==> src/design/crc8cfp_pkg.sv <==
// ----------------------------------------------------------------------------
// crc8cfp_pkg
// Shared types and constants of the CRC-8 command frame parser: frame limits,
// CRC polynomial, register indexes, parser states and the CRC unit request.
// ----------------------------------------------------------------------------
package crc8cfp_pkg;

	localparam int MAX_PAYLOAD = 64;
	localparam int LEN_W       = 7;   // holds 0..MAX_PAYLOAD
	localparam int POS_W       = 6;   // addresses MAX_PAYLOAD store entries

	localparam logic [7:0] CRC_POLY = 8'h31;

	localparam logic [7:0] FIRST_HDR_RESET  = 8'd170;
	localparam logic [7:0] SECOND_HDR_RESET = 8'd85;

	localparam int CFG_IDX_W = 2;
	localparam logic [CFG_IDX_W-1:0] REG_FIRST_HDR  = 2'd0;
	localparam logic [CFG_IDX_W-1:0] REG_SECOND_HDR = 2'd1;

	typedef enum logic [2:0] {
		PH_IDLE,
		PH_HDR1,
		PH_HDR2,
		PH_CMD,
		PH_DATA,
		PH_CHECK,
		PH_EMIT_WAIT,
		PH_EMIT_LOAD
	} phase_t;

	typedef struct packed {
		logic       start;
		logic       restart;  // start from a zero CRC instead of the running one
		logic [7:0] data;
	} crc_req_t;

	// One MSB-first shift of the CRC register.
	function automatic logic [7:0] crc_bit_step(input logic [7:0] c);
		logic [7:0] s;
		s = {c[6:0], 1'b0};
		if (c[7]) begin
			s = s ^ CRC_POLY;
		end
		return s;
	endfunction

endpackage

==> src/design/crc8cfp_crc.sv <==
// ----------------------------------------------------------------------------
// crc8cfp_crc
// Iterative CRC-8 unit: folds one byte into the running CRC, two bits per
// cycle, and stays busy until all eight bits of the byte are folded in.
// ----------------------------------------------------------------------------
module crc8cfp_crc
	import crc8cfp_pkg::*;
(
	input  logic       clk,
	input  logic       arst_n,
	input  crc_req_t   req,
	output logic       busy,
	output logic [7:0] crc
);

	logic [7:0] crc_q;
	logic [1:0] cnt_q;
	logic       busy_q;
	logic [7:0] crc_next;

	always_comb begin
		crc_next = crc_bit_step(crc_bit_step(crc_q));
	end

	always_ff @(posedge clk or negedge arst_n) begin
		if (!arst_n) begin
			crc_q  <= '0;
			cnt_q  <= '0;
			busy_q <= 1'b0;
		end else if (req.start) begin
			crc_q  <= (req.restart ? 8'h00 : crc_q) ^ req.data;
			cnt_q  <= '0;
			busy_q <= 1'b1;
		end else if (busy_q) begin
			crc_q <= crc_next;
			cnt_q <= cnt_q + 2'd1;
			if (cnt_q == 2'd3) begin
				busy_q <= 1'b0;
			end
		end
	end

	assign busy = busy_q;
	assign crc  = crc_q;

endmodule

==> src/design/crc8_command_frame_parser_top.sv <==
// ----------------------------------------------------------------------------
// crc8_command_frame_parser_top
// Frame parser for header 1, header 2, command, length, payload, CRC-8 frames.
// ----------------------------------------------------------------------------
// Received bytes come in one per transfer on the input channel. Header bytes
// and the check byte are compared as they are taken; the command, length and
// every payload byte are taken and then folded in by the shared CRC-8 unit,
// which folds two bits per cycle (polynomial 0x31, init 0, MSB first); input
// stalls while it is busy. A frame whose CRC matches is then read out of the
// 64-byte payload store as a run of results, each a store read and then an
// output register load, held while the output is stalled; no input is taken
// during that run. A zero-length frame gives one result with has_payload low.
// Frames with a bad CRC or a length above 64 give no result. The user is to
// set header byte values through the configuration port only while the block
// is idle; the block itself does not enforce this.
module crc8_command_frame_parser_top
	import crc8cfp_pkg::*;
(
	input  logic                 clk,
	input  logic                 arst_n,
	// configuration
	input  logic                 cfg_valid,
	output logic                 cfg_ready,
	input  logic [CFG_IDX_W-1:0] cfg_index,
	input  logic [7:0]           cfg_data,
	// received bytes
	input  logic                 in_valid,
	output logic                 in_stall,
	input  logic [7:0]           rx_byte,
	// frame results
	output logic                 out_valid,
	input  logic                 out_stall,
	output logic [7:0]           command_code,
	output logic [LEN_W-1:0]     frame_length,
	output logic [POS_W-1:0]     byte_position,
	output logic [7:0]           payload_value,
	output logic                 has_payload,
	output logic                 last
);

	phase_t state_q, state_d;

	logic [7:0]       hdr1_q, hdr2_q;
	logic [7:0]       held_cmd_q;
	logic [LEN_W-1:0] held_len_q;
	logic [LEN_W-1:0] rcv_q;
	logic [POS_W-1:0] idx_q;

	logic [7:0] store_mem [MAX_PAYLOAD];
	logic [7:0] rdata_q;

	logic             out_valid_q;
	logic [7:0]       out_cmd_q;
	logic [LEN_W-1:0] out_len_q;
	logic [POS_W-1:0] out_pos_q;
	logic [7:0]       out_val_q;
	logic             out_has_q;
	logic             out_last_q;

	crc_req_t   crc_req;
	logic       crc_busy;
	logic [7:0] crc_val;

	logic acc;
	logic mem_we;
	logic out_free;
	logic load_out;
	logic run_last;

	crc8cfp_crc u_crc (
		.clk    (clk),
		.arst_n (arst_n),
		.req    (crc_req),
		.busy   (crc_busy),
		.crc    (crc_val)
	);

	// Configuration registers
	assign cfg_ready = 1'b1;

	always_ff @(posedge clk or negedge arst_n) begin
		if (!arst_n) begin
			hdr1_q <= FIRST_HDR_RESET;
			hdr2_q <= SECOND_HDR_RESET;
		end else if (cfg_valid && cfg_ready) begin
			case (cfg_index)
				REG_FIRST_HDR:  hdr1_q <= cfg_data;
				REG_SECOND_HDR: hdr2_q <= cfg_data;
				default: ;
			endcase
		end
	end

	assign in_stall = crc_busy || (state_q == PH_EMIT_WAIT) || (state_q == PH_EMIT_LOAD);
	assign acc      = in_valid && !in_stall;
	assign out_free = !out_valid_q || !out_stall;
	assign run_last = (held_len_q == '0) ||
	                  ({1'b0, idx_q} + LEN_W'(1) == held_len_q);

	// Parser sequencer
	always_ff @(posedge clk or negedge arst_n) begin
		if (!arst_n) begin
			state_q <= PH_IDLE;
		end else begin
			state_q <= state_d;
		end
	end

	always_comb begin
		state_d         = state_q;
		crc_req.start   = 1'b0;
		crc_req.restart = 1'b0;
		crc_req.data    = rx_byte;
		mem_we          = 1'b0;
		load_out        = 1'b0;
		case (state_q)
			PH_IDLE: begin
				if (acc && rx_byte == hdr1_q) begin
					state_d = PH_HDR1;
				end
			end
			PH_HDR1: begin
				if (acc) begin
					state_d = (rx_byte == hdr2_q) ? PH_HDR2 : PH_IDLE;
				end
			end
			PH_HDR2: begin
				if (acc) begin
					crc_req.start   = 1'b1;
					crc_req.restart = 1'b1;
					state_d         = PH_CMD;
				end
			end
			PH_CMD: begin
				if (acc) begin
					if (rx_byte > 8'(MAX_PAYLOAD)) begin
						state_d = PH_IDLE;
					end else begin
						crc_req.start = 1'b1;
						state_d = (rx_byte == 8'd0) ? PH_CHECK : PH_DATA;
					end
				end
			end
			PH_DATA: begin
				if (acc) begin
					mem_we        = 1'b1;
					crc_req.start = 1'b1;
					if (rcv_q + LEN_W'(1) >= held_len_q) begin
						state_d = PH_CHECK;
					end
				end
			end
			PH_CHECK: begin
				if (acc) begin
					state_d = (rx_byte == crc_val) ? PH_EMIT_WAIT : PH_IDLE;
				end
			end
			PH_EMIT_WAIT: begin
				// The store read for the current index lands in rdata_q here.
				state_d = PH_EMIT_LOAD;
			end
			PH_EMIT_LOAD: begin
				if (out_free) begin
					load_out = 1'b1;
					state_d  = run_last ? PH_IDLE : PH_EMIT_WAIT;
				end
			end
			default: state_d = PH_IDLE;
		endcase
	end

	// Frame bookkeeping
	always_ff @(posedge clk or negedge arst_n) begin
		if (!arst_n) begin
			held_cmd_q <= '0;
			held_len_q <= '0;
			rcv_q      <= '0;
			idx_q      <= '0;
		end else begin
			if (acc && state_q == PH_HDR2) begin
				held_cmd_q <= rx_byte;
			end
			if (acc && state_q == PH_CMD) begin
				rcv_q <= '0;
				if (rx_byte <= 8'(MAX_PAYLOAD)) begin
					held_len_q <= rx_byte[LEN_W-1:0];
				end
			end
			if (mem_we) begin
				rcv_q <= rcv_q + LEN_W'(1);
			end
			if (acc && state_q == PH_CHECK) begin
				idx_q <= '0;
			end
			if (load_out && !run_last) begin
				idx_q <= idx_q + POS_W'(1);
			end
		end
	end

	// Payload store; the length check keeps the write index below the depth.
	always_ff @(posedge clk) begin
		if (mem_we) begin
			store_mem[rcv_q[POS_W-1:0]] <= rx_byte;
		end
		rdata_q <= store_mem[idx_q];
	end

	// Output register
	always_ff @(posedge clk or negedge arst_n) begin
		if (!arst_n) begin
			out_valid_q <= 1'b0;
		end else if (load_out) begin
			out_valid_q <= 1'b1;
		end else if (!out_stall) begin
			out_valid_q <= 1'b0;
		end
	end

	always_ff @(posedge clk) begin
		if (load_out) begin
			out_cmd_q  <= held_cmd_q;
			out_len_q  <= held_len_q;
			out_pos_q  <= idx_q;
			out_has_q  <= (held_len_q != '0);
			out_val_q  <= (held_len_q != '0) ? rdata_q : 8'h00;
			out_last_q <= run_last;
		end
	end

	assign out_valid     = out_valid_q;
	assign command_code  = out_cmd_q;
	assign frame_length  = out_len_q;
	assign byte_position = out_pos_q;
	assign payload_value = out_val_q;
	assign has_payload   = out_has_q;
	assign last          = out_last_q;

endmodule
==> config.mk <==
export PLATFORM = sky130hd
export DESIGN_NAME = crc8_command_frame_parser_top
export DESIGN_NICKNAME = d
export VERILOG_FILES = /design/src/design/crc8cfp_pkg.sv /design/src/design/crc8cfp_crc.sv /design/src/design/crc8_command_frame_parser_top.sv
export SDC_FILE = /design/constraint.sdc
export NUM_CORES = 1
export LEC_CHECK = 0
export ABC_AREA = 1
export BUFFER_PORTS_ARGS = -buffer_cell sky130_fd_sc_hd__buf_2
export CAP_MARGIN = 20
export CORE_MARGIN = 2
export CORE_UTILIZATION = 30
export DETAILED_ROUTE_END_ITERATION = 10
export PLACE_DENSITY = 0.51
export SYNTH_ARGS = -nofsm -noshare
export SYNTH_HDL_FRONTEND = slang
export SYNTH_SLANG_ARGS = --single-unit
==> constraint.sdc <==
create_clock -name clk -period 8.1 [get_ports clk]
set_clock_uncertainty 0.1 [all_clocks]
set_input_delay 1.62 -clock clk [delete_from_list [all_inputs] [get_ports clk]]
set_output_delay 1.62 -clock clk [all_outputs]
set_load 0.02 [all_outputs]
=== Word-level counts from Yosys, hierarchy flattened ===
Memories as Yosys holds them, arrays and structs flattened. A register that Yosys moved wholly into a read port is not among the register bits.
Cells that the tools add are included.

* Register bits: 90
* Bits in writable memories: 512
* Output and inout port bits: 34
* Word-level logic and storage cells: 117
* Memories kept: 1

* Add/sub/neg operators: 4
* Magnitude comparators: 3
* Equality and inequality tests: 22
* Mux-type cells: 41
* Bitwise gates (word level): 3
* Reduce and logical (&&, ||, !) cells: 26

{| class="wikitable"
|+ Memories
! name !! depth !! bits a word !! read ports !! clocked after Yosys merged registers in !! wr ports !! line !! RTL
|-
| store_mem || 64 || 8 || 1 || 1 || 1 || crc8_command_frame_parser_top.sv:49 || <nowiki>logic [7:0] store_mem [MAX_PAYLOAD];</nowiki>
|}

{| class="wikitable"
|+ Operator list
! operator !! number
|-
| $mux 3 || 11
|-
| $eq 8x8->1 || 3
|-
| $mux 6 || 4
|-
| $mux 8 || 3
|-
| $pmux 3 s8 || 1
|-
| $ne 2x2->1 const B || 8
|-
| $mux 1 || 15
|-
| $mux 7 || 2
|-
| $eq 3x3->1 const B || 4
|-
| $gt 8x7->1 const B || 1
|-
| $le 8x7->1 const B || 1
|-
| $logic_not 8->1 || 1
|-
| $mux 2 || 4
|-
| $reduce_and 8->1 || 1
|-
| $xor 8x8->8 || 1
|-
| $add 6x1->7 const B || 1
|-
| $add 7x1->7 const B || 1
|-
| $eq 7x7->1 || 1
|-
| $ge 7x7->1 || 1
|-
| $logic_not 7->1 || 1
|-
| $reduce_bool 7->1 || 1
|-
| $add 6x1->6 const B || 1
|-
| $eq 3x2->1 const B || 2
|-
| $logic_and 1x1->1 || 6
|-
| other kinds (13) || 24
|}

=== Longest topological paths before layout ===
Gate-level depths: netlist of the first run.

* Depth after elaboration: 10
* Mapped depth: 16
* Gate-level depth less buffers: 16

=== Cells and area by module ===
From an unflattened synthesis of the first run, not the netlist that was laid out.

* Cells, all modules: 2130
* Area total of the unflattened synthesis: 25160.4 um2

{| class="wikitable"
|+ By module, submodules not included
! module !! times used !! cells each !! area an instance (um2)
|-
| crc8_command_frame_parser_top || 1 || 2042 || 24440.9
|-
| crc8cfp_crc || 1 || 88 || 719.4
|}

=== Least setup slack after synthesis of the first run ===
No wires, ideal clock.

* Path type: input -> register
* Start point: in out_stall
* End point: reg idx_q[1]
* Data arrival time: 3.662 ns
* Slack: 4.203 ns
* Stages: 6
* Buffers on the path: 0
* Cells stage by stage: nand2_1 -> inv_1 -> nor2_1 -> nand3_2 -> nand2_2 -> o22ai_1

* Longest elaborated chain between the ends: 6

{| class="wikitable"
|+ Ends and longest elaborated chain
! element !! line !! RTL
|-
| start, declared || crc8_command_frame_parser_top.sv:32 || <nowiki>input logic out_stall,</nowiki>
|-
| $logic_not 1->1 (*) || n/a ||
|-
| $logic_or 1x1->1 (*) || crc8_command_frame_parser_top.sv:96 || <nowiki>assign out_free = !out_valid_q || !out_stall;</nowiki>
|-
| $mux 1 (*) || crc8_command_frame_parser_top.sv:163 || <nowiki>if (out_free) begin</nowiki>
|-
| $mux 1 (*) || crc8_command_frame_parser_top.sv:116 || <nowiki>case (state_q)</nowiki>
|-
| net load_out || crc8_command_frame_parser_top.sv:67 || <nowiki>logic load_out;</nowiki>
|-
| $logic_and 1x1->1 (*) || crc8_command_frame_parser_top.sv:195 || <nowiki>if (load_out && !run_last) begin</nowiki>
|-
| $mux 6 or $reduce_bool 2->1 (tied branches) || n/a ||
|-
| end signal, assigned || crc8_command_frame_parser_top.sv:196 || <nowiki>idx_q <= idx_q + POS_W'(1);</nowiki>
|-
| end, declared || crc8_command_frame_parser_top.sv:47 || <nowiki>logic [POS_W-1:0] idx_q;</nowiki>
|}

The timed path passes the listed nets; every way through them passes the cells marked *.
A chain may end at the register's enable or synchronous reset.

==> results of run 1 <==
## metrics by stage
step,utilization (%),hold slack [ns],power [W],cell area (um^2),setup slack [ns]
4_1_cts,34.2,0.348,0.00680,28500,4.53
6_report,34.2,0.348,0.00674,28500,4.53
3_3_place_gp,31.6,0.338,0.00384,26400,4.15
5_1_grt,34.2,0.357,0.00695,28500,4.23
2_1_floorplan,-,0.320,0.00371,25200,4.20
3_5_place_dp,31.6,0.336,0.00384,26400,4.12
## worst min path at each step
stage,startpoint,to,slack (ns)
after floorplan,idx_q[3],byte_position[3],0.32
after global placement,held_cmd_q[5],command_code[5],0.34
after detailed placement,held_cmd_q[3],command_code[3],0.34
after CTS,held_cmd_q[3],command_code[3],0.35
after global routing,held_cmd_q[3],command_code[3],0.36
final,held_cmd_q[5],command_code[5],0.35
## where the power goes
part / switching (W) / internal, W / leakage [nW]
registers: 0.0000339 / 0.00346 / 5.71
clock network: 0.00122 / 0.00175 / 1.03
logic: 0.000189 / 0.0000883 / 3.20
## layer usage
| metal | vias to the layer above | part of all wire, % | wire [um] |
|---|---|---|---|
| met2 | 546 | 48 | 32800 |
| met3 | 108 | 5.7 | 3860 |
| met4 | 2 | 2.5 | 1680 |
| met5 | - | 0.015 | 10 |
| li1 | 7655 | - | - |
| met1 | 8137 | 44 | 29700 |
## area by class of cell
class | count | area share, %
Multi-Input combinational cell | 1319 | 22.1
Inverter | 78 | 1.06
Sequential cell | 610 | 63.0
Clock inverter | 36 | 1.04
Tap cell | 1080 | 4.74
Clock buffer | 81 | 6.37
Timing Repair Buffer | 79 | 1.64
## kinds of logic (layout without fill, tap and decap cells)
kind of cell             count (synthesis)  count (layout)
other                                    1               1
flip-flops                             610             610
XOR/XNOR                                23              23
AND/OR/NAND/NOR                        755             755
buffers and inverters                  198             274
adder cells (fa/ha/maj)                 10              10
AO/OA/AOI/OAI                          530             530
## worst max-delay path, delay by kind of cell, from the launching register on
family          cells  cell delay [ns]
compound gates      3             0.66
flops               1             0.80
simple gates        7             0.67
buf+inv             2             1.21
## registers in the layout, indices dropped and copies added (netlist names), 6 cells and up
register       flops
held_cmd_q         8
payload_value      8
frame_length       7
hdr2_q             8
hdr1_q             8
command_code       8
store_mem        512
rcv_q              7
byte_position      6
idx_q              6
held_len_q         7
u_crc.crc          8
rdata_q            8
## cells in the mapped netlist (all sizes together), types with 10 or more instances
library cell / number
a21oi: 23
buf: 87
clkbuf: 33
dfrtp: 51
edfxtp: 543
ha: 10
inv: 75
nand2: 298
nand3: 47
nor2: 391
o21ai: 357
o22ai: 134
xnor2: 14
==> results_dict.tcl, run 1 <==
set metrics [dict create \
    outcome "finished, final reports clean" \
    yosys_register_bits 610 \
    synth_top_area_share_pct 64.7 \
    synth_ff_type "edfxtp_1" \
    synth_compound_area_share_pct 11.5 \
    drive_above_1_share_pct 9.85 \
    initial_core_util_pct 30.2 \
    setup_tns_ns 0 \
    first_pass_iters 6 \
    synthXorXnorAreaFrac_pct 0.799 \
    met3_usage_pct 2.39 \
    ys_async_sr_fraction_pct 9.67 \
    cts_setup_buffers 0 \
    path_cells "buf_4 > buf_4 > o21ai_0 > o22ai_1 > nand2_1 > nand2_1 > nand2_1 > o21ai_1 > nand2_1 > nand2_1 > nand2_1 > nand2_1" \
    synth.mux.area_fraction_pct 0 \
    num_vias 16400 \
    grt_max_degree 137 \
    drc_errors 0 \
    netlist_area_um2 25200 \
    crit_start "idx_q[0]" \
    cts_buffers 66 \
    grt_usage_pct 15.6 \
    final_common_cell "edfxtp_1" \
    wl_per_cell_um 20.7 \
    ant_nets 0 \
    ys_top_cells_by_area "edfxtp_1 (65%), o21ai_0 (6.4%), nor2_1 (5.7%)" \
    netlist_instances 2127 \
    crit_type "register to register" \
    final_cell_count_no_fill 3283 \
    synth_nets 2160 \
    synth_top_family_by_area "simple AND/OR/NAND/NOR gates" \
    slew-limit-headroom_pct 35.9 \
    insertion_delay_ns 0.60 \
    path_clk_slew_ns 0.06 \
    ys_types 51 \
    endpoint "rdata_q[2]" \
    maxSlewViolCount 0 \
    dp_hpwl_um 41800 \
    rsz0062_at_grt "false" \
    holdBufCountCts 0 \
    fmax_mhz 280 \
    critPathRequiredTime_ns 8.52 \
    cp_slowest_cell "dfrtp_4" \
    wl_um 68100 \
    antenna_cells 0 \
    worstHoldPathType "register to register" \
    hold_violations 0 \
    finalSetupViolCount 0 \
    max_stage_delay_ns 0.80 \
    min_path_cells 0 \
    syn2layout_area_growth_pct 13.1 \
    synth_simple_gate_area_share_pct 12.2 \
    fp-row-count 106 \
    yosys_warnings 0 \
    regToRegSetupSlack_ns 4.53 \
    clock-sinks 610 \
    vias_per_cell 5.01 \
    seqCellArea_um2 18000 \
    synth_adder_area_share_pct 0.496 \
    gp_routability_congestion 0.878 \
    ys_seq_area_share_pct 71.2 \
    cp-end-kind "register" \
    met2_usage_pct 26.2 \
    crit_fanout 74 \
    cap_violations 0 \
    r2r-start "idx_q[0]" \
    cts_max_level 3 \
    grt_pass1_wl_um 102000 \
    cts_resized 0 \
    max-clock-path-buffers 3 \
    cts_tree "yes" \
    syn_avg_cell_area_um2 11.9 \
    fill_cells 8107 \
    reg2regPathDepth 12 \
    gr-usage-met1_pct 20.8 \
    busiest_layer "met2" \
    fin_crit_sh_pct 44.1 \
    antenna_found_initial 1 \
    r2r_end "rdata_q[2]" \
    portBuffers 55 \
    start_kind "register" \
    p_leak_nw 9.94 \
    grt_pass1_vias 16400 \
    finalCriticalPeriod_ns 3.57 \
    multi_input_area_um2 6300 \
    fp.dieW_um 294 \
    cp.arrival_ns 3.99 \
    powerDensity_nw_per_um2 237 \
    first_iter_violations 1359 \
    die_height_um 294 \
    root_buffer "clkbuf_16" \
    vdd_ir_drop_max_mv 0.124 \
    tightest_slew_ns 0.961 \
    synth_enable_flop_cells 543 \
    grt_overflow 0 \
    layout_common_cells "edfxtp_1 (543), nor2_1 (381), o21ai_0 (321), nand2_1 (293), o22ai_1 (133)" \
    design.die.area_um2 86400 \
    crit_path_frequent_cell "nand2_1" \
    dp.cells 3166 \
    synth_top_area_cell "edfxtp_1" \
    core_um2 83400 \
    nets 2187 \
    num_io_pins 57 \
]
(Power assumes the default switching activity.)
==> inputs of run 2 (changes only) <==
Settings changed: PLACE_DENSITY 0.51 to 0.53.
Clock period 8.1 ns to 3 ns, I/O delays scaled along.
==> results_dict.tcl, run 2 (synthesized netlist as in run 1, its figures left out) <==
set metrics [dict create \
    start_kind "register" \
    cts_setup_buffers 0 \
    worstHoldPathType "input port to register" \
    grt_pass1_vias 16600 \
    multi_input_area_um2 6300 \
    outcome "finished, final reports clean" \
    setup_tns_ns 0 \
    crit_start "rcv_q[3]" \
    drc_errors 0 \
    core_um2 83400 \
    antenna_found_initial 7 \
    maxSlewViolCount 0 \
    dp.cells 3245 \
    dp_hpwl_um 41300 \
    drive_above_1_share_pct 13.0 \
    antenna_cells 0 \
    slew-limit-headroom_pct 42.7 \
    grt_pass1_wl_um 103000 \
    num_vias 16800 \
    num_io_pins 57 \
    final_cell_count_no_fill 3362 \
    seq_power_share_pct 52.3 \
    first_pass_iters 6 \
    largest_reg_flops 512 \
    finalCriticalPeriod_ns 2.63 \
    insertion_delay_ns 0.59 \
    max-clock-path-buffers 3 \
    cts_buffers 67 \
    hold_violations 0 \
    rsz0062_at_grt "false" \
    fmax_mhz 380 \
    layout_common_cells "edfxtp_1 (543), nor2_1 (381), o21ai_0 (321), nand2_1 (293), o22ai_1 (133)" \
    p_comb_share_pct 4.1 \
    crit_type "register to register" \
    p_leak_nw 10.4 \
    cp.arrival_ns 3.06 \
    holdBufCountCts 1 \
    gp_routability_congestion 0.839 \
    die_height_um 294 \
    cp-end-kind "register" \
    first_iter_violations 1712 \
    cap_violations 0 \
    crit_fanout 9 \
    vdd_ir_drop_max_mv 0.310 \
    seqCellArea_um2 18000 \
    wl_per_cell_um 20.2 \
    powerDensity_nw_per_um2 618 \
    utilization_pct 35.0 \
    root_buffer "clkbuf_16" \
    finalSetupViolCount 0 \
    fin_crit_sh_pct 87.6 \
    p_sw_share_pct 21.1 \
    ant_nets 0 \
    path_clk_slew_ns 0.06 \
    portBuffers 55 \
    r2r-start "rcv_q[3]" \
    grt_usage_pct 15.6 \
    nets 2268 \
    final_common_cell "edfxtp_1" \
    tightest_slew_ns 0.860 \
    cts_max_level 3 \
    clock-sinks 610 \
    fp-row-count 106 \
    power_switching_w 0.00381 \
    cts_resized 0 \
    grt_max_degree 76 \
    grt_overflow 0 \
    fp.dieW_um 294 \
    p_int_w 0.0142 \
    initial_core_util_pct 30.2 \
    wl_um 68000 \
    min_from "out_stall" \
    cts_tree "yes" \
    vias_per_cell 4.98 \
    syn2layout_area_growth_pct 15.8 \
    critPathRequiredTime_ns 3.44 \
    fill_cells 8073 \
    clock_power_share_pct 43.6 \
    design.die.area_um2 86400 \
]
==> run 2: cell count changes in the layout (fill, tap and decap cells not counted) <==
cell,before,now
clkinvlp_4,2,1
buf_4,23,93
dlygate4sd3_1,0,1
clkinv_2,8,9
clkinv_1,22,12
bufinv_16,5,3
clkbuf_1,10,19
buf_12,1,10
clkinv_4,1,0
clkbuf_8,0,3
==> run 2: per-stage QoR <==
step / hold WS (ns) / instance area [um^2] / total power (W) / setup slack [ns]
floorplan: 0.204 / 25200 / 0.0100 / 0.0702
global placement: 0.348 / 27100 / 0.0103 / 0.415
detailed placement: 0.344 / 27100 / 0.0104 / 0.361
CTS: 0.113 / 29200 / 0.0182 / 0.355
global route: 0.142 / 29200 / 0.0186 / 0.0888
finish: 0.138 / 29200 / 0.0180 / 0.371
==> run 2: final cells by class <==
| type | count | area share, % |
|---|---|---|
| sequential | 610 | 61.6 |
| timing repair buffer | 159 | 4.06 |
| inverter | 78 | 1.03 |
| tap | 1080 | 4.63 |
| multi-input combinational | 1319 | 21.6 |
| clock buffer | 93 | 6.47 |
| clock inverter | 23 | 0.647 |
==> run 2: critical path, stage by stage, from the launching register on <==
cell	delay [ns]
dfrtp_1	0.40
clkinv_1	0.23
nor3_1	0.43
nand2_1	0.12
xor2_1	0.17
ha_1	0.31
nand2_1	0.07
o21a_1	0.19
nand4_1	0.08
nand3_1	0.17
nor2_1	0.17
nand2_1	0.08
nand2_1	0.06
==> run 2: worst paths after layout <==
kind | endpoint | slack, ns | cells after the start
worst max-delay path | state_q[2] | 0.37 | 12
worst min-delay path | out_valid | 0.14 | 3
worst max register to register | state_q[2] | 0.37 | 12
worst min register to register | command_code[0] | 0.36 | 0
max in group asynchronous | hdr2_q[6] | 1.65 | 3
min in group asynchronous | held_len_q[6] | 0.47 | 2
==> run 2: metal layers <==
| metal | wire (um) | vias to the layer above | global-route usage [%] |
|---|---|---|---|
| li1 | - | 7811 | - |
| met4 | 2070 | 2 | 5.18 |
| met5 | 11 | - | 0 |
| met2 | 31900 | 625 | 25.1 |
| met3 | 4810 | 123 | 2.93 |
| met1 | 29200 | 8190 | 21.2 |
==> run 2: power groups by stage <==
| stage | Clock [W] | Combinational, W | Sequential (W) |
|---|---|---|---|
| global placement | 0 | 0.000734 | 0.00961 |
| floorplan | 0 | 0.000447 | 0.00958 |
| CTS | 0.00803 | 0.000744 | 0.00944 |
| finish | 0.00787 | 0.000734 | 0.00944 |
| global route | 0.00837 | 0.000830 | 0.00945 |
| detailed placement | 0 | 0.000742 | 0.00961 |
